### config.mk
export PLATFORM = sky130hd
export DESIGN_NAME = led_blink_code_sequencer
export DESIGN_NICKNAME = d
export VERILOG_FILES = /design/src/rtl/core/lbcs_pkg.sv /design/src/rtl/core/led_blink_code_sequencer.sv
export SDC_FILE = /design/constraint.sdc
export NUM_CORES = 1
export LEC_CHECK = 0
export CAP_MARGIN = 20
export CORE_ASPECT_RATIO = 1.25
export CORE_MARGIN = 5
export CORE_UTILIZATION = 55
export DETAILED_ROUTE_END_ITERATION = 16
export DONT_BUFFER_PORTS = 1
export GPL_TIMING_DRIVEN = 1
export PLACE_DENSITY = 0.78
export SLEW_MARGIN = 25
export SYNTH_ARGS = -nofsm -noshare
export SYNTH_HDL_FRONTEND = slang
export SYNTH_SLANG_ARGS = --single-unit
### constraint.sdc
create_clock -name clk -period 21 [get_ports clk]
set_clock_uncertainty 0.1 [all_clocks]
set_input_delay 1.05 -clock clk [delete_from_list [all_inputs] [get_ports clk]]
set_output_delay 1.05 -clock clk [all_outputs]
set_load 0.05 [all_outputs]
### src/rtl/core/lbcs_pkg.sv
// Shared constants for the LED blink-code sequencer.
package lbcs_pkg;

  // Step codes of the frame sequencer
  localparam int unsigned STEP_W = 3;
  localparam logic [STEP_W-1:0] ST_BLUE_ON   = 3'd0;
  localparam logic [STEP_W-1:0] ST_BLUE_OFF  = 3'd1;
  localparam logic [STEP_W-1:0] ST_GAP       = 3'd2;
  localparam logic [STEP_W-1:0] ST_GREEN_ON  = 3'd3;
  localparam logic [STEP_W-1:0] ST_GREEN_OFF = 3'd4;
  localparam logic [STEP_W-1:0] ST_PAUSE     = 3'd5;

  // Phase codes on the result channel
  localparam int unsigned PHASE_W = 2;
  localparam logic [PHASE_W-1:0] PH_BLUE  = 2'd0;
  localparam logic [PHASE_W-1:0] PH_GAP   = 2'd1;
  localparam logic [PHASE_W-1:0] PH_GREEN = 2'd2;
  localparam logic [PHASE_W-1:0] PH_PAUSE = 2'd3;

  // Configuration register map
  localparam int unsigned CFG_IDX_W  = 3;
  localparam int unsigned CFG_DATA_W = 16;
  localparam logic [CFG_IDX_W-1:0] REG_BLUE_COUNT  = 3'd0;
  localparam logic [CFG_IDX_W-1:0] REG_GREEN_COUNT = 3'd1;
  localparam logic [CFG_IDX_W-1:0] REG_ON_MS       = 3'd2;
  localparam logic [CFG_IDX_W-1:0] REG_OFF_MS      = 3'd3;
  localparam logic [CFG_IDX_W-1:0] REG_GAP_MS      = 3'd4;
  localparam logic [CFG_IDX_W-1:0] REG_PAUSE_MS    = 3'd5;

  localparam int unsigned CNT_W = 8;
  localparam int unsigned MS_W  = 16;

  localparam logic [MS_W-1:0] ON_MS_RST    = 16'd100;
  localparam logic [MS_W-1:0] OFF_MS_RST   = 16'd500;
  localparam logic [MS_W-1:0] GAP_MS_RST   = 16'd800;
  localparam logic [MS_W-1:0] PAUSE_MS_RST = 16'd1500;

  localparam int unsigned TIME_WIDTH_DEF = 16;

endpackage

### src/rtl/core/led_blink_code_sequencer.sv
// LED blink-code sequencer: millisecond-tick driven blue/green blink frames.
//
// Usage:
//   Input channel (in_valid / in_stall / in_tick): one transfer per item.
//   in_tick = 1 advances the frame timer by one millisecond, 0 holds time.
//   Result channel (out_valid / out_stall / out_blue_lit, out_green_lit,
//   out_phase): exactly one result per input transfer, giving the LED state
//   and phase reached after that item.
//   Config channel (cfg_valid / cfg_ready / cfg_index / cfg_data): always
//   ready; write only while no result is outstanding. Unknown indexes ignored.
// Output: the result is registered at the input transfer. Throughput: one
//   item per cycle while in_stall is low; the whole step (empty-run skip,
//   timer increment, duration compare, step advance) is one pass of logic
//   between the sequencer state and the output register.
// Stall: while the output register holds an untaken result and out_stall is
//   high, in_stall is raised; once out_stall drops, input flows every cycle.
// Reset (rst_n low, synchronous): counts 0, durations 100/500/800/1500 ms,
//   sequencer at blue-on with timer and blink index cleared, no result held.
module led_blink_code_sequencer
  import lbcs_pkg::*;
#(
  parameter int unsigned TIME_WIDTH = TIME_WIDTH_DEF
) (
  input  logic                  clk,
  input  logic                  rst_n,
  // input channel
  input  logic                  in_valid,
  output logic                  in_stall,
  input  logic                  in_tick,
  // result channel
  output logic                  out_valid,
  input  logic                  out_stall,
  output logic                  out_blue_lit,
  output logic                  out_green_lit,
  output logic [PHASE_W-1:0]    out_phase,
  // config channel
  input  logic                  cfg_valid,
  output logic                  cfg_ready,
  input  logic [CFG_IDX_W-1:0]  cfg_index,
  input  logic [CFG_DATA_W-1:0] cfg_data
);

  // Wide enough to compare a 16-bit duration against the timer limit
  localparam int unsigned DUR_W = (TIME_WIDTH > MS_W) ? TIME_WIDTH : MS_W;

  typedef struct packed {
    logic [STEP_W-1:0]     step;
    logic [CNT_W-1:0]      blink;
    logic [TIME_WIDTH-1:0] tcnt;
  } seq_t;

  // Config registers
  logic [CNT_W-1:0] blue_count_r, green_count_r;
  logic [MS_W-1:0]  on_ms_r, off_ms_r, gap_ms_r, pause_ms_r;

  // Sequencer state and result register
  seq_t              seq_r, seq_nxt;
  logic              out_valid_r;
  logic              blue_lit_r, green_lit_r;
  logic [PHASE_W-1:0] phase_r, phase_nxt;

  logic in_xfer;
  logic cfg_xfer;

  // Zero counts as 1 ms; saturate to what the timer can reach
  function automatic logic [TIME_WIDTH-1:0] sat_dur(input logic [MS_W-1:0] d);
    logic [DUR_W-1:0] ext;
    logic [DUR_W-1:0] lim;
    ext = DUR_W'(d);
    lim = DUR_W'({TIME_WIDTH{1'b1}});
    if (ext > lim) ext = lim;
    if (ext == '0) ext = DUR_W'(1);
    return ext[TIME_WIDTH-1:0];
  endfunction

  // Leave a blink run at once when its count is already reached
  function automatic seq_t skip_empty(input seq_t s, input logic [CNT_W-1:0] bc,
                                      input logic [CNT_W-1:0] gc);
    seq_t r;
    r = s;
    if (r.step == ST_BLUE_ON && r.blink >= bc) begin
      r.step  = ST_GAP;
      r.blink = '0;
      r.tcnt  = '0;
    end
    if (r.step == ST_GREEN_ON && r.blink >= gc) begin
      r.step  = ST_PAUSE;
      r.blink = '0;
      r.tcnt  = '0;
    end
    return r;
  endfunction

  assign in_xfer   = in_valid && !in_stall;
  assign cfg_xfer  = cfg_valid && cfg_ready;
  assign in_stall  = out_valid_r && out_stall;
  assign cfg_ready = 1'b1;

  // One item: skip; on a tick also tick, compare, advance, skip again
  always_comb begin
    seq_t              s;
    logic [TIME_WIDTH-1:0] dur;
    logic [CNT_W:0]    nxt_idx;
    s = skip_empty(seq_r, blue_count_r, green_count_r);
    if (in_tick) begin
      if (s.tcnt != {TIME_WIDTH{1'b1}}) s.tcnt = s.tcnt + 1'b1;
      case (s.step)
        ST_BLUE_ON, ST_GREEN_ON:   dur = sat_dur(on_ms_r);
        ST_BLUE_OFF, ST_GREEN_OFF: dur = sat_dur(off_ms_r);
        ST_GAP:                    dur = sat_dur(gap_ms_r);
        default:                   dur = sat_dur(pause_ms_r);
      endcase
      nxt_idx = {1'b0, s.blink} + 1'b1;
      if (s.tcnt >= dur) begin
        s.tcnt = '0;
        case (s.step)
          ST_BLUE_ON:  s.step = ST_BLUE_OFF;
          ST_BLUE_OFF: begin
            if (nxt_idx < {1'b0, blue_count_r}) begin
              s.step  = ST_BLUE_ON;
              s.blink = nxt_idx[CNT_W-1:0];
            end else begin
              s.step  = ST_GAP;
              s.blink = '0;
            end
          end
          ST_GAP: begin
            s.step  = ST_GREEN_ON;
            s.blink = '0;
          end
          ST_GREEN_ON: s.step = ST_GREEN_OFF;
          ST_GREEN_OFF: begin
            if (nxt_idx < {1'b0, green_count_r}) begin
              s.step  = ST_GREEN_ON;
              s.blink = nxt_idx[CNT_W-1:0];
            end else begin
              s.step  = ST_PAUSE;
              s.blink = '0;
            end
          end
          default: begin
            s.step  = ST_BLUE_ON;
            s.blink = '0;
          end
        endcase
      end
      s = skip_empty(s, blue_count_r, green_count_r);
    end else begin
      dur     = '0;
      nxt_idx = '0;
    end
    seq_nxt = s;

    case (s.step)
      ST_BLUE_ON, ST_BLUE_OFF:   phase_nxt = PH_BLUE;
      ST_GAP:                    phase_nxt = PH_GAP;
      ST_GREEN_ON, ST_GREEN_OFF: phase_nxt = PH_GREEN;
      default:                   phase_nxt = PH_PAUSE;
    endcase
  end

  // Config writes
  always_ff @(posedge clk) begin
    if (!rst_n) begin
      blue_count_r  <= '0;
      green_count_r <= '0;
      on_ms_r       <= ON_MS_RST;
      off_ms_r      <= OFF_MS_RST;
      gap_ms_r      <= GAP_MS_RST;
      pause_ms_r    <= PAUSE_MS_RST;
    end else if (cfg_xfer) begin
      case (cfg_index)
        REG_BLUE_COUNT:  blue_count_r  <= cfg_data[CNT_W-1:0];
        REG_GREEN_COUNT: green_count_r <= cfg_data[CNT_W-1:0];
        REG_ON_MS:       on_ms_r       <= cfg_data[MS_W-1:0];
        REG_OFF_MS:      off_ms_r      <= cfg_data[MS_W-1:0];
        REG_GAP_MS:      gap_ms_r      <= cfg_data[MS_W-1:0];
        REG_PAUSE_MS:    pause_ms_r    <= cfg_data[MS_W-1:0];
        default: ;
      endcase
    end
  end

  // Sequencer state and result valid
  always_ff @(posedge clk) begin
    if (!rst_n) begin
      seq_r       <= '{step: ST_BLUE_ON, blink: '0, tcnt: '0};
      out_valid_r <= 1'b0;
    end else begin
      if (in_xfer) seq_r <= seq_nxt;
      if (in_xfer) out_valid_r <= 1'b1;
      else if (!out_stall) out_valid_r <= 1'b0;
    end
  end

  // Result payload, no reset needed
  always_ff @(posedge clk) begin
    if (in_xfer) begin
      blue_lit_r  <= (seq_nxt.step == ST_BLUE_ON);
      green_lit_r <= (seq_nxt.step == ST_GREEN_ON);
      phase_r     <= phase_nxt;
    end
  end

  assign out_valid     = out_valid_r;
  assign out_blue_lit  = blue_lit_r;
  assign out_green_lit = green_lit_r;
  assign out_phase     = phase_r;

  // A lit blue LED always matches the reported blue phase, with green dark
  a_lit_phase: assert property (@(posedge clk) disable iff (!rst_n)
    out_valid_r && blue_lit_r |-> phase_r == PH_BLUE && !green_lit_r)
    else $error("blue lit outside blue phase");

  // No tick, no time: the timer holds or is cleared by a run skip
  a_no_tick_hold: assert property (@(posedge clk) disable iff (!rst_n)
    in_xfer && !in_tick |=> seq_r.tcnt == $past(seq_r.tcnt) || seq_r.tcnt == '0)
    else $error("timer moved without tick");

  // Blink index is cleared in the gap and pause steps
  a_idx_clear: assert property (@(posedge clk) disable iff (!rst_n)
    seq_r.step == ST_GAP || seq_r.step == ST_PAUSE |-> seq_r.blink == '0)
    else $error("blink index nonzero outside a run");

endmodule

---- Word level (Yosys, flattened, before mapping) ----
Cells that the tools add are included.
word-level totals
  register bits ........................... 112
  latch bits .............................. 0
  bits in writable memories ............... 0
  bits in read-only memories .............. 0
  input bits .............................. 25
  output and inout bits ................... 7
  logic and storage cells ................. 105
  memories kept ........................... 0
cells by class
  add/subtract/negate cells ............... 2
  multipliers ............................. 0
  div/mod/pow operators ................... 0
  order comparisons ....................... 11
  equality and inequality tests ........... 17
  shifts and indexed selects .............. 0
  multiplexer cells ....................... 35
  bitwise gates (word level) .............. 0
  reductions and logical operators ........ 27
operators with widths
  cell                     count
  $mux W16                 19
  $mux W27                 8
  $gt A16 B16 Y1 const B   4
  $logic_not A16 Y1        4
  $pmux W16 S3             1
  $ge A8 B8 Y1             4
  $eq A3 B2 Y1 const B     8
  $pmux W8 S3              1
  $lt A9 B8 Y1             2
  $add A16 B1 Y16 const B  1
  $ge A16 B16 Y1           1
  $ne A16 B16 Y1 const B   1
  $logic_not A3 Y1         5
  $pmux W3 S5              1
  $eq A3 B3 Y1 const B     4
  $reduce_and A2 Y1        6
  $mux W11                 1
  $mux W10                 1
  $add A8 B1 Y9 const B    1
  $eq A3 B1 Y1 const B     3
  $reduce_or A2 Y1         4
  $logic_and A1 B1 Y1      6
  $pmux W2 S3              1
  $reduce_or A5 Y1         1
  other kinds (3)          4

---- Longest topological paths before layout ----
  word-level depth ........................ 28
  depth in mapped cells ................... 58
  depth with buffers taken out ............ 53

---- Worst setup path before layout ----
OpenSTA, ideal clock, no wires.
  path type ............................... reg-to-reg
  start point ............................. register seq_r[16] (netlist bit)
  end point ............................... register seq_r[6] (netlist bit)
  library setup time ...................... 0.060 ns
  arrival time ............................ 10.629 ns
  required time ........................... 20.840 ns
  setup slack ............................. 10.211 ns
  cell stages (with the launch flop) ...... 57
  path buffers ............................ 6
  clock period less this slack ............ 10.789 ns
  path through ............................ dfxtp_1 > buf_2 > inv_1 > ha_1 > nand2b_4 > a2111oi_4 > o31ai_4 > nand2_1 > nand2_1 > ha_1 > nand2b_4 > a2111oi_4 > o21a_2 > a2bb2oi_4 > clkbuf_1 > and2_1 > ha_1 > nand2_1 > [... 21 more ...] > o21ai_0 > and3b_1 > and2_1 > clkbuf_1 > or2_2 > ha_1 > nand2b_1 > a21o_1 > a21o_1 > a211oi_1 > o21bai_1 > a31oi_1 > nor2_1 > a221oi_2 > and4_1 > buf_2 > buf_6 > a22o_1
on the way
  longest elaborated chain between the ends .. 21
  elaborated cells on any way between the ends .. 40
  those cells by class .................... add/sub (2); order compare (7); eq/ne (7); mux (16); reduce/logical (8)
RTL lines
  item                                                                      line                             text
  start: declaration                                                        led_blink_code_sequencer.sv:57   seq_t seq_r, seq_nxt;
  start signal: assignment                                                  led_blink_code_sequencer.sv:187  seq_r <= '{step: ST_BLUE_ON, blink: '0, tcnt: '0};
  start signal: assignment                                                  led_blink_code_sequencer.sv:190  if (in_xfer) seq_r <= seq_nxt;
  $ge A8 B8 Y1                                                              led_blink_code_sequencer.sv:81   if (r.step == ST_BLUE_ON && r.blink >= bc) begin
  $logic_and A1 B1 Y1                                                       led_blink_code_sequencer.sv:81
  $mux W27 (*)                                                              led_blink_code_sequencer.sv:81
  $ge A8 B8 Y1 / $eq A3 B2 Y1 (equally long branches)                       led_blink_code_sequencer.sv:86   if (r.step == ST_GREEN_ON && r.blink >= gc) begin
  $logic_and A1 B1 Y1                                                       led_blink_code_sequencer.sv:86
  $mux W27 (*)                                                              led_blink_code_sequencer.sv:86
  parallel branches: the longest is 14 deep, another holds $add A16 B1 Y16  n/a
  $mux W27 (*)                                                              led_blink_code_sequencer.sv:105  if (in_tick) begin
Mark *: on every way between the ends. The select of a mux whose other input is x is not followed.
A chain may end at the register's enable or synchronous reset.

---- Final worst setup path ----
  start point ............................. register seq_r[16] (netlist bit)
  end point ............................... register seq_r[10] (netlist bit)
Same word-level chain as after synthesis.

==> results by group <==
Clocking
  – CTS tree: yes
  – CTS clk-pin slew, worst paths: 90 ps
  – Post_cts resized: 0
  – CTS Buffer Depth: 2
  – Root buffer cell: clkbuf_16
  – H-tree Lvls: 3
  – CTS sink cnt: 112
  – CTS Buf Count: 9
  – Total setup buffers inserted after CTS: 0
  – # hold bufs at CTS: 0
  – Worst-Skew Late Latency: around 360 ps

Worst setup path
  – Most frequent CP cell: ha_1
  – Slowest CP cell: nor4_1
  – WP data arrival: around 12000 ps
  – Crit end category: register
  – Kind of critical path: register to register
  – Delay-heaviest family, CP: compound AO/OA/AOI/OAI gates
  – Buffers plus inverters on the worst setup path: 4
  – CP Launch Type: register
  – Worst-path fanout max: 15
  – Worst path required time: 21200 ps
  – Delay of the slowest critical-path stage: between 600 and 700 ps

STA
  – Final Setup Violations: 0
  – Fmax: 81.77 MHz
  – Min Tclk post-route: 12230 ps
  – Max-slew headroom: between 40% and 50%
  – Post-route worst setup slack: ~8800 ps
  – Period utilisation layout: 58.24%
  – Final Max Tran Viols: 0
  – Worst-Margin Slew: around 860 ps
  – RSZ-0062 raised after global routing: false
  – Setup TNS: 0 ps
  – Hold Violations, Final: 0

Routing
  – Iter 0 DRT Violations: 403
  – Avg Vias per Cell: ~6
  – DR pass1 iterations: 8
  – Routed Antenna Nets: 0
  – Total wire length: 19030 µm
  – WL/cell: 18.31 µm
  – DRC errors left: 0
  – DR vias: ~6400

Global routing
  – Largest net degree at the start of global routing: 66
  – GRT Overall Usage: between 20 and 30%
  – Initial antenna violation count: 0
  – First-pass GRT wire length: between 30000 and 40000 µm
  – Number of global-route vias before repair: around 6200
  – Gr ovfl total: 0

Synth
  – Synth Cell Area: roughly 0.0070 mm²
  – Netlist cell types: 65
  – Compound-gate portion of the synthesized area: a little under a quarter
  – Synth Instances: approximately 890
  – Mux cell area share after synthesis: 2.156%
  – Count leader, synth: nand2_1
  – Sequential area share after synthesis: between 30% and 40%
  – YS warnings: 0
  – Mapped Avg Cell Area: between 7 and 8 µm²
  – Combinational family with the most area after synthesis: compound AO/OA/AOI/OAI gates
  – FF+latch count, synth: 112
  – XOR/XNOR share of the synthesized area: between 2 and 2.5%
  – Post-Syn Nets: 981
  – Number of synthesized flops with an enable pin: 4
  – Top post-synthesis cells by area: dfxtp_1, ha_1, nand2_1
  – Fraction of registers with async set/reset: 0%
  – Synth top area share: approximately 31%
  – Largest area contributor in the netlist: dfxtp_1
  – Simple-gate area share of the yosys netlist: a little under a quarter
  – Synth Area in Adders: 11.40%
  – Commonest cells in the netlist: nand2_1, dfxtp_1, a21oi_1
  – Top_reg_cell synth: dfxtp_1

Job
  – Max_cap viols: 0

Die
  – Number of top-level pins: 32
  – Row cnt: between 40 and 50
  – Die Y: about 140 µm
  – Core Area: approximately 0.013 mm²
  – Starting Density: approximately 56%
  – Die area: 0.01514 mm²
  – Die span in x: 111.1 µm

Finish
  – Final Non-Filler Cells: ~1000
  – Layout cells sized above 1: under 10%
  – Total Nets Final: around 960
  – Area grow syn2layout: 5.898%
  – N_diodes: 0

Place
  – Place WS: between 8000 and 9000 ps
  – IO Port Bufs: 0
  – GPL Wtd Cong: a little under 1
  – Dpl cells: roughly 1000
  – Hpwl dp: roughly 15000 µm

Outcome
  – Status: finished clean

Power and ir drop
  – VDD IR-drop max: about 0.053 mV
  – PwrDens: about 73 mW/mm²
  – Leakage: approximately 3 nW

Hold path
  – Type of the tightest min-delay check: register to register
==> placed cells by master, fill, tap and decap left out, drive strengths merged, types with 14 or more instances in the layout <==
| cell | instances |
|---|---|
| dfxtp | 108 |
| nand2 | 193 |
| inv | 44 |
| nand3 | 32 |
| nor3 | 15 |
| a222oi | 16 |
| a21oi | 77 |
| nor2 | 56 |
| o21ai | 29 |
| ha | 64 |
| mux2i | 14 |
| a22o | 16 |
| nor4 | 16 |
==> where the power goes <==
| group | switching (mW) | internal (mW) | total (mW) |
|---|---|---|---|
| clock | 0.0915 | 0.0975 | 0.189 |
| sequential | 0.0115 | 0.221 | 0.232 |
| combinational | 0.0791 | 0.0450 | 0.124 |
| total | 0.182 | 0.363 | 0.545 |
==> final timing paths <==
check        cells past startpoint       startpoint               to  slack, ps
max                             53        seq_r[16]        seq_r[10]       8770
min                              2  blue_count_r[1]  blue_count_r[1]        360
max reg2reg                     53        seq_r[16]        seq_r[10]       8770
min reg2reg                      2  blue_count_r[1]  blue_count_r[1]        360
==> area by class of cell <==
type / instances / area, µm²
sequential: 112 / 2282
clock inverter: 7 / 107.6
timing repair buffer: 5 / 37.54
fill: 1146 / 5169
clock buffer: 9 / 225.2
tap: 168 / 210.2
multi-input combinational: 697 / 4419
inverter: 41 / 153.9
==> logic make-up (layout without fill, tap and decap cells) <==
| logic type | after synthesis | after routing |
|---|---|---|
| AOI/OAI and AO/OA | 233 | 233 |
| xor gates and xnor gates | 17 | 17 |
| adders and majority gates | 64 | 64 |
| buffers and inverters | 83 | 62 |
| DFF | 112 | 112 |
| muxes | 15 | 15 |
| other | 1 | 1 |
| and+or+nand+nor | 367 | 367 |
==> routing by layer <==
layer	vias up	GRT usage, %	part of all wire [%]
li1	3149	-	-
met2	225	45.18	49
met5	-	0	0
met3	46	4.007	6.1
met4	0	9.466	2.8
met1	2996	31.80	42
==> registers in the layout (all words and copies together) (netlist names) <==
signal,flops
seq_r,27
gap_ms_r,16
off_ms_r,16
on_ms_r,16
pause_ms_r,16
blue_count_r,8
green_count_r,8
out_phase,2
out_blue_lit,1
out_green_lit,1
out_valid,1
==> worst reg2reg max path: cells and delay by family, from the launching register on <==
kind	cells	cell delay, ps
compound gates	23	5300
xor+xnor	1	150
fa+ha+maj	6	1570
buf+inv	4	530
flops	1	460
simple gates	19	4080
==> stage by stage <==
step / power, mW / area [µm²] / hold WS, ps / utilization [%]
after floorplan: 0.3298 / 7022 / 336.3 / -
after detailed placement: 0.3587 / 7098 / 347.0 / 56.31
after global routing: 0.5693 / 7436 / 383.1 / 58.99
after global placement: 0.3567 / 7096 / 341.9 / 56.29
final: 0.5455 / 7436 / 356.6 / 58.99
after CTS: 0.5433 / 7431 / 358.6 / 58.95
(Power assumes the default switching activity.)
